===== src/hdl/wufh_ram.sv =====
// Generic single-write, single-read RAM with registered read data.
module wufh_ram #(
  parameter int WIDTH = 8,
  parameter int DEPTH = 2
) (
  input  logic                     clk,
  input  logic                     we,
  input  logic [$clog2(DEPTH)-1:0] waddr,
  input  logic [WIDTH-1:0]         wdata,
  input  logic [$clog2(DEPTH)-1:0] raddr,
  output logic [WIDTH-1:0]         rdata
);

  logic [WIDTH-1:0] mem [DEPTH];

  always_ff @(posedge clk) begin
    if (we) begin
      mem[waddr] <= wdata;
    end
    rdata <= mem[raddr];
  end

endmodule


===== config.mk =====
export PLATFORM = sky130hd
export DESIGN_NAME = wufh_ram
export DESIGN_NICKNAME = d
export VERILOG_FILES = /design/src/hdl/wufh_ram.sv
export SDC_FILE = /design/constraint.sdc
export NUM_CORES = 1
export LEC_CHECK = 0
export BUFFER_PORTS_ARGS = -buffer_cell sky130_fd_sc_hd__buf_2
export CAP_MARGIN = 15
export CORE_MARGIN = 10
export CORE_UTILIZATION = 30
export CTS_CLUSTER_DIAMETER = 80
export CTS_CLUSTER_SIZE = 20
export DETAILED_ROUTE_END_ITERATION = 10
export REMOVE_ABC_BUFFERS = 1
export SKIP_CTS_REPAIR_TIMING = 1
export SLEW_MARGIN = 25
export SYNTH_ARGS = -nofsm -noshare
export SYNTH_HDL_FRONTEND = slang
export SYNTH_SLANG_ARGS = --single-unit

===== constraint.sdc =====
create_clock -name clk -period 0.84 [get_ports clk]
set_clock_uncertainty 0.05 [all_clocks]
set_input_delay 0.084 -clock clk [delete_from_list [all_inputs] [get_ports clk]]
set_output_delay 0.084 -clock clk [all_outputs]
set_load 0.005 [all_outputs]

* Word-level counts from Yosys, hierarchy flattened *
Memory sizes are Yosys's and may differ from the RTL's. A register that Yosys moved wholly into a read port is not among the register bits.
Index checks and enable logic that the tools add are counted.

storage, ports and cells
  output and inout port bits = 8
  bits in read-only memories = 0
  input bits = 12
  word-level logic and storage cells = 3
  register bits = 0
  memories = 1
  RAM bits = 16
  bits in latches = 0

operators by class
  $lt $le $gt $ge = 0
  shift-type cells = 0
  divide/modulo/power cells = 0
  add/subtract/negate cells = 0
  multiplexer cells = 2
  reduce and logical (&&, ||, !) cells = 0
  equal/unequal tests = 0
  $mul = 0
  bitwise logic cells = 0

memory list
  name  words  bits a word  rd ports  clocked after memory_dff  wr ports  RTL line  source
  mem   2      8            1         1                         1         14        logic [WIDTH-1:0] mem [DEPTH];

operators with widths
  kind    number
  $mux 1  2

* Logic depth before layout (Yosys ltp) *
Gate-level depths: netlist (run 1).

  depth after elaboration = 2
  gate-level depth with buffers = 2

* Worst setup path before layout (run 1) *
OpenSTA, ideal clock, no wires.

  path type = input-to-reg
  start point = in we
  end point = mem mem[0][0], enable pin
  arrival time = 504 ps
  path slack = -87 ps
  stages on the path = 1
  library setup time = 373 ps
  buffers on the path = 0
  data required time = 417 ps
  cells stage by stage = nor2b_1

on the way
  cells in the longest elaborated chain, start to end = 2

RTL lines
  item                          RTL line  source
  start: declaration            7         input logic we,
  $mux 1                        17        if (we) begin
  $mux 1 (not written as such)  18        mem[waddr] <= wdata;
  end: declaration              14

Every way passes these cells.

* Worst setup path in the final report (run 1) *
  start point = reg rdata[2], read port of mem
  end point = out rdata[2]

RTL lines
  item                RTL line  source
  start: declaration  11        output logic [WIDTH-1:0] rdata

No word-level cell between the ends.

==> results of run 1 <==
path summary, 6_finish.rpt:
path	slack (ns)	depth (start not counted)	endpoint	startpoint
setup / recovery	-0.05	1	rdata[2]	rdata[2]$_DFF_P_
hold reg to reg	0.43	1	rdata[2]$_DFF_P_	mem[1][2]$_DFFE_PP_
hold / removal	0.15	2	rdata[6]$_DFF_P_	raddr
setup reg to reg	0.02	1	rdata[0]$_DFF_P_	mem[1][0]$_DFFE_PP_
synthesized netlist by cell type (all sizes together):
master | number | area (µm²)
nor2b | 1 | 6.260
dfxtp | 8 | 160.2
edfxtp | 16 | 480.5
and2 | 1 | 6.260
mux2 | 8 | 120.1
buf | 1 | 11.26
sequential cells by signal, summed over array words and instances, names as in the netlist:
signal / flops
rdata: 8
mem: 16
cell type report:
cell class | count | area share [%]
clock buffer | 3 | 2.069
clock inverter | 1 | 2.759
multi-input combinational | 10 | 12.18
sequential | 24 | 59.20
tap | 30 | 3.448
timing repair buffer | 29 | 20.34
routing by layer:
metal  vias up  GRT usage, %  share of wire, %
met4         0         5.161               2.4
met2        15         7.814                48
met3         2         2.650               6.5
li1        193             -                 -
met5         -             0                 0
met1       176         3.737                43
stage by stage:
stage	setup TNS, ns	hold WS [ns]	cells	util [%]
final	-0.2873	0.1517	97	43.94
after global routing	-0.6426	0.1353	97	43.94
after CTS	-0.4209	-0.1048	89	39.80
after detailed placement	-0.0009221	0.2261	85	37.68
after global placement	0	0.2230	85	37.68
after floorplan	-0.6995	0.1329	34	-
report_power, final:
group | leakage (nW) | switching, W | internal [W]
registers | 0.218 | 0.0000253 | 0.00135
logic | 0.199 | 0.0000672 | 0.000145
clock network | 0.0279 | 0.000327 | 0.000482
total | 0.445 | 0.000420 | 0.00198
kinds of logic after synthesis:
kind of cell / share of synthesized area, %
simple gates: 1.596
buf+inv: 1.435
flops: 81.66
mux: 15.31
==> flow_summary.toml, run 1 <==
[power_and_ir_drop]
power.density_mw_per_mm2 = 2206
power_w = 0.002401
leakage_nw = 0.4446
ir_worst_vdd_mv = 0.9798

[critical_path]
path_cells = "buf_6"
critPathKind = "reg -> out"
endpoint_kind = "output pin"
cp_top_family = "flip-flops"
path_buf_inv = 1
path_max_fanout = 1
cpMaxStageDelayCell = "dfxtp_2"
startpoint_type = "flip-flop"
crit_path_max_incr_delay_ns = 0.34
worst_ep_required_time_ns = 0.71
arrival_ns = 0.76

[clocking]
clkSinkCount = 24
clockBufferDepth = 2
cts_buffers = 3
clock-root-buffer = "clkbuf_4"
path_clk_slew_ns = 0.13
htreeDepth = 1
cts_tree = "built"
clock_latency_ns = 0.31

[min_path]
hp-class = "in -> reg"

[finish]
final_cell_area_mm2 = 0.001089
regArea_um2 = 644.4
fillerInstances = 236
num_antenna_cells = 0
layout_common_cells = "buf_2 (16), edfxtp_1 (16), mux2_4 (8), dlygate4sd3_1 (8), dfxtp_1 (5)"
finalNetCount = 80
multiInputGateArea_um2 = 132.6
drive_gt1_share_pct = 53.73
syn_to_final_growth_pct = 38.76

[logic_synthesis]
yosysSeqAreaShare_pct = 81.66
syn_avg_cell_area_um2 = 22.41
ys_types = 6
synth_cells = 35
synth-seq-cells = 24
netlist_area_um2 = 784.5
synth_warnings = 0

[floorplan]
die_area_mm2 = 0.005060
die_w_um = 71.14
rows = 18
start_util_pct = 31.67
core_area_mm2 = 0.002477
die_h_um = 71.14
ios = 20

[place]
place_area_um2 = 933.4
portBuffers = 19
gp_congestion = 0.5862
dp_hpwl_um = 901.4
dp_slack_ns = -0.0009221

[flow_run]
maxCapViolations = 0

[drt]
dr.pass1.iters = 3
ant_nets = 0
wirelength_mm = 1.255
drt_iter0_markers = 18
vias = 386
viasPerCell = 3.979
drc = 0
routedWlPerCell_um = 12.94

[timing]
maxSlewViolCount = 0
max_freq_mhz = 1122
setup_viol = 8
final_hold_viol_count = 0
fin_crit_sh_pct = 106.1
min_period_ns = 0.8915
slew_headroom_pct = 82.42
rsz0062_at_grt = "true"
tightest_slew_ns = 0.2636
worst_slack_ns = -0.05147

[global_routing]
grt_pass1_wl_mm = 1.780
grt_usage_pct = 4.769
grt_pass1_vias = 402
gr-total-overflow = 0
grt_start_max_net_pins = 15
antenna_found_initial = 0

[run_status]
status = "complete, but fails checks"
violations = "setup timing"
Note: power is estimated with default switching activity, not from simulation.
==> inputs of run 2 (changes only) <==
--- a/config.mk
+++ b/config.mk
@@ -7,11 +7,13 @@
 export LEC_CHECK = 0
 export BUFFER_PORTS_ARGS = -buffer_cell sky130_fd_sc_hd__buf_2
 export CAP_MARGIN = 15
+export CORE_ASPECT_RATIO = 0.9
 export CORE_MARGIN = 10
 export CORE_UTILIZATION = 30
 export CTS_CLUSTER_DIAMETER = 80
 export CTS_CLUSTER_SIZE = 20
 export DETAILED_ROUTE_END_ITERATION = 10
+export PLACE_DENSITY = 0.57
 export REMOVE_ABC_BUFFERS = 1
 export SKIP_CTS_REPAIR_TIMING = 1
 export SLEW_MARGIN = 25
==> run 2 against run 1 <==
Compared with the run above: the run still ends with setup timing left; maximum frequency up 1.3%; global-route usage about the same; hold slack better by 0.0088 ns; clock power down 41%; final cell count down 3.1%; sequential share of layout area up 2.8 points; via count down 2.6%; register-to-register slack better by 0.02 ns; wire length down 4.1%; count of clock-buffer cells in the layout unchanged.
==> flow_summary.toml, run 2 (synthesis gave the netlist of run 1 again) <==
[run_status]
status = "complete, but fails checks"
violations = "setup timing"

[critical_path]
worst_ep_required_time_ns = 0.71
crit_path_max_incr_delay_ns = 0.34
r2r-start = "mem[0][2]$_DFFE_PP_"
reg2reg_depth = 1
endpoint_kind = "output pin"
cp_top_family = "flip-flops"
critPathKind = "reg -> out"
path_cells = "buf_6"
arrival_ns = 0.75
rrSetupSlack_ns = 0.04
reg2reg_to = "rdata[2]$_DFF_P_"
path_buf_inv = 1
path_max_fanout = 1
startpoint_type = "flip-flop"
critPathLaunch = "rdata[7]$_DFF_P_"
cpMaxStageDelayCell = "dfxtp_2"

[power_and_ir_drop]
p_switching_w = 0.0003965
power_frac_seq_pct = 66.9
power_w = 0.002059
swShare_pct = 19.25
leakage_nw = 0.4232
power.density_mw_per_mm2 = 1981
ir_worst_vdd_mv = 1.194
p_int_w = 0.001663
clockPowerShare_pct = 23.3
p_comb_share_pct = 9.8

[drt]
wirelength_mm = 1.203
drt_iter0_markers = 1
drc = 0
routed.top_layer = "met4"
dr.pass1.iters = 2
viasPerCell = 4.000
wl_met2_um = 620
routedWlPerCell_um = 12.80
vias = 376
drt-met1-wl_um = 481
ant_nets = 0
wl_met3_um = 91

[finish]
final_cell_area_mm2 = 0.001040
finalNetCount = 79
syn_to_final_growth_pct = 32.54
regMostFlops = "mem"
reg_top3 = "mem: 16 flops, rdata: 8 flops"
layout_common_cells = "buf_2 (16), edfxtp_1 (16), mux2_4 (8), dlygate4sd3_1 (8), dfxtp_1 (5)"
fin_util_pct = 42.14
largest_reg_flops = 16
drive_gt1_share_pct = 51.52
num_antenna_cells = 0
stdcell_count = 94

[global_routing]
antenna_found_initial = 0
grt_usage_pct = 4.779
grt_pass1_wl_mm = 1.725
grt_pass1_vias = 384
grt_start_max_net_pins = 14
gr-total-overflow = 0

[timing]
tightest_slew_ns = 0.3895
rsz0062_at_grt = "true"
fin_crit_sh_pct = 104.7
max_freq_mhz = 1137
worst_slack_ns = -0.03984
final_hold_viol_count = 0
slew_headroom_pct = 74.03
setup_viol = 8
maxSlewViolCount = 0
min_period_ns = 0.8798

[clocking]
clock_latency_ns = 0.30
cts_tree = "built"
htreeDepth = 1
clockBufferDepth = 2
clkSinkCount = 24
path_clk_slew_ns = 0.12
cts_buffers = 3
clock-root-buffer = "clkbuf_4"

[place]
gp_congestion = 0.6681
portBuffers = 19
place_area_um2 = 910.9
dp_slack_ns = -0.1025
dp_cells = 82

[flow_run]
maxCapViolations = 0

[min_path]
worstHoldStart = "raddr"
hold-path-endpoint = "rdata[7]$_DFF_P_"
hold_depth = 2
hp-class = "in -> reg"

[floorplan]
start_util_pct = 31.80
die_w_um = 73.91
rows = 17
ios = 20
die_h_um = 68.52
core_area_mm2 = 0.002467
die_area_mm2 = 0.005064
-- run 2: changes by cell type in the layout (fill, tap and decap cells not counted) --
cell       previous run  this run
buf_12                1         0
bufinv_16             1         0
clkinv_1              0         1
-- run 2: per-stage QoR --
step	hold slack, ns	setup TNS [ns]
after floorplan	0.1329	-0.6995
after global placement	0.2257	-0.3287
after detailed placement	0.2247	-0.8248
after CTS	-0.1042	-0.3537
after global routing	0.1380	-0.5999
final	0.1604	-0.2249
-- run 2: how the worst max path moves through the flow --
| stage | slack, ns | end | depth (start not counted) |
|---|---|---|---|
| floorplan | -0.09 | mem[0][0]$_DFFE_PP_ | 1 |
| global placement | -0.04 | mem[1][6]$_DFFE_PP_ | 2 |
| detailed placement | -0.10 | mem[1][2]$_DFFE_PP_ | 2 |
| CTS | -0.06 | rdata[7] | 1 |
| global route | -0.09 | rdata[7] | 1 |
| finish | -0.04 | rdata[7] | 1 |
-- run 2: layout make-up --
| class | count | area, µm² |
|---|---|---|
| Clock inverter | 1 | 3.754 |
| Tap cell | 28 | 35.03 |
| Timing Repair Buffer | 28 | 201.4 |
| Sequential cell | 24 | 644.4 |
| Multi-Input combinational cell | 10 | 132.6 |
| Clock buffer | 3 | 22.52 |
| Fill cell | 232 | 1428 |
-- run 2: power by group through the flow --
| stage | registers (W) | logic, W | clock network (W) |
|---|---|---|---|
| 2_1_floorplan | 0.00140 | 0.0000689 | 0 |
| 3_3_place_gp | 0.00140 | 0.000163 | 0 |
| 3_5_place_dp | 0.00140 | 0.000164 | 0 |
| 4_1_cts | 0.00137 | 0.000164 | 0.000509 |
| 5_1_grt | 0.00138 | 0.000220 | 0.000563 |
| 6_report | 0.00138 | 0.000202 | 0.000480 |
-- run 2: metal layers --
layer	vias to the layer above	global-route usage [%]
met5	-	0
met4	0	2.093
met3	2	3.852
met2	12	7.872
met1	171	4.244
li1	191	-
==> inputs of run 3 (changes only) <==
--- a/config.mk
+++ b/config.mk
@@ -13,7 +13,6 @@
 export CTS_CLUSTER_DIAMETER = 80
 export CTS_CLUSTER_SIZE = 20
 export DETAILED_ROUTE_END_ITERATION = 10
-export PLACE_DENSITY = 0.57
 export REMOVE_ABC_BUFFERS = 1
 export SKIP_CTS_REPAIR_TIMING = 1
 export SLEW_MARGIN = 25
==> constraint.sdc (replaced) <==
create_clock -name clk -period 0.8 [get_ports clk]
set_clock_uncertainty 0.05 [all_clocks]
set_input_delay 0.08 -clock clk [delete_from_list [all_inputs] [get_ports clk]]
set_output_delay 0.08 -clock clk [all_outputs]
set_load 0.005 [all_outputs]
==> run 3 against run 2 <==
Compared with the run above: the run still ends with setup timing left; critical path type unchanged; non-clock buffer count grew 1; via count shrank 0.27%; utilization is 0.46 points lower; largest power group unchanged; hold slack worse by 0.0048 ns; clock power down 0.8%.
==> flow_summary.toml, run 3 (synthesis gave the netlist of run 1 again) <==
[run_status]
status = "complete, but fails checks"
violations = "setup timing"

[min_path]
hp-class = "in -> reg"
worstHoldStart = "raddr"
hold_depth = 2
hold-path-endpoint = "rdata[7]$_DFF_P_"

[critical_path]
cpMaxStageDelayCell = "dfxtp_2"
path_max_fanout = 1
crit_path_max_incr_delay_ns = 0.33
reg2reg_depth = 1
path_cells = "buf_6"
r2r-start = "mem[0][3]$_DFFE_PP_"
critPathKind = "reg -> out"
worst_ep_required_time_ns = 0.67
reg2reg_to = "rdata[3]$_DFF_P_"
endpoint_kind = "output pin"
path_buf_inv = 1
cp_top_family = "flip-flops"
startpoint_type = "flip-flop"
arrival_ns = 0.73
rrSetupSlack_ns = 0

[global_routing]
antenna_found_initial = 0
grt_pass1_wl_mm = 1.593
grt_usage_pct = 4.418
gr-total-overflow = 0
grt_start_max_net_pins = 13
grt_pass1_vias = 379

[timing]
setup_viol = 8
setup_tns_ns = -0.4097
fin_crit_sh_pct = 107.2
rsz0062_at_grt = "true"
max_freq_mhz = 1166
final_hold_viol_count = 0
whs_ns = 0.1556
maxSlewViolCount = 0
worst_slack_ns = -0.05773
slew_headroom_pct = 75.26
min_period_ns = 0.8577
tightest_slew_ns = 0.3711

[drt]
viasPerCell = 3.989
routedWlPerCell_um = 11.85
dr.pass1.iters = 4
wirelength_mm = 1.114
drc = 0
drt_iter0_markers = 12
ant_nets = 0
vias = 375

[floorplan]
die_h_um = 68.52
die_w_um = 73.91
rows = 17
die_area_mm2 = 0.005064
core_area_mm2 = 0.002467
start_util_pct = 31.80
ios = 20

[finish]
largest_reg_flops = 16
layout_common_cells = "buf_2 (18), edfxtp_1 (16), mux2_4 (8), dlygate4sd3_1 (8), dfxtp_1 (7)"
fin_util_pct = 41.68
finalNetCount = 80
drive_gt1_share_pct = 50.00
num_antenna_cells = 0
regMostFlops = "mem"
reg_top3 = "mem: 16 flops, rdata: 8 flops"
syn_to_final_growth_pct = 31.10
final_common_cell = "buf_2"

[place]
dp_slack_ns = -0.1155
portBuffers = 19
gp_congestion = 0.6103

[power_and_ir_drop]
power.density_mw_per_mm2 = 2061
leakage_nw = 0.4226
ir_worst_vdd_mv = 1.318

[clocking]
cts_tree = "built"
path_clk_slew_ns = 0.11
htreeDepth = 1
clockBufferDepth = 2
clock_latency_ns = 0.30
cts_buffers = 3
clkSinkCount = 24
clock-root-buffer = "clkbuf_4"

[flow_run]
maxCapViolations = 0
-- run 3: changes by cell type in the layout (fill, tap and decap cells not counted), sizes merged --
cell	before	now
buf	20	21
clkinv	1	0
-- run 3: layout make-up --
| cell class | count | area, µm² |
|---|---|---|
| Multi-Input combinational cell | 10 | 132.6 |
| Sequential cell | 24 | 641.9 |
| Timing Repair Buffer | 29 | 196.4 |
| Fill cell | 232 | 1439 |
| Clock buffer | 3 | 22.52 |
| Tap cell | 28 | 35.03 |
-- run 3: worst max path at each step --
stage                     cells past startpoint        startpoint             endpoint
after CTS                                     1  rdata[1]$_DFF_P_             rdata[1]
after detailed placement                      2             waddr  mem[1][6]$_DFFE_PP_
after floorplan                               1                we  mem[0][0]$_DFFE_PP_
after global placement                        2             waddr  mem[1][6]$_DFFE_PP_
after global routing                          1  rdata[6]$_DFF_P_             rdata[6]
final                                         1  rdata[1]$_DFF_P_             rdata[1]
-- run 3: stage by stage --
| stage | area [µm²] | total power [W] | cells |
|---|---|---|---|
| 4_1_cts | 940.9 | 0.002125 | 86 |
| 6_report | 1028 | 0.002120 | 94 |
| 5_1_grt | 1028 | 0.002251 | 94 |
| 2_1_floorplan | 773.2 | 0.001545 | 34 |
| 3_3_place_gp | 918.4 | 0.001638 | 83 |
| 3_5_place_dp | 918.4 | 0.001643 | 83 |
-- run 3: metal layers --
| metal | track usage, % | wire length, µm |
|---|---|---|
| met5 | 0 | 0 |
| met1 | 3.220 | 391 |
| met3 | 3.994 | 126 |
| met4 | 1.395 | 0 |
| met2 | 8.085 | 596 |
-- run 3: power breakdown --
part / switching [W] / internal [W]
logic: 0.0000691 / 0.000135
clock network: 0.000301 / 0.000175
registers: 0.0000200 / 0.00142
total: 0.000390 / 0.00173
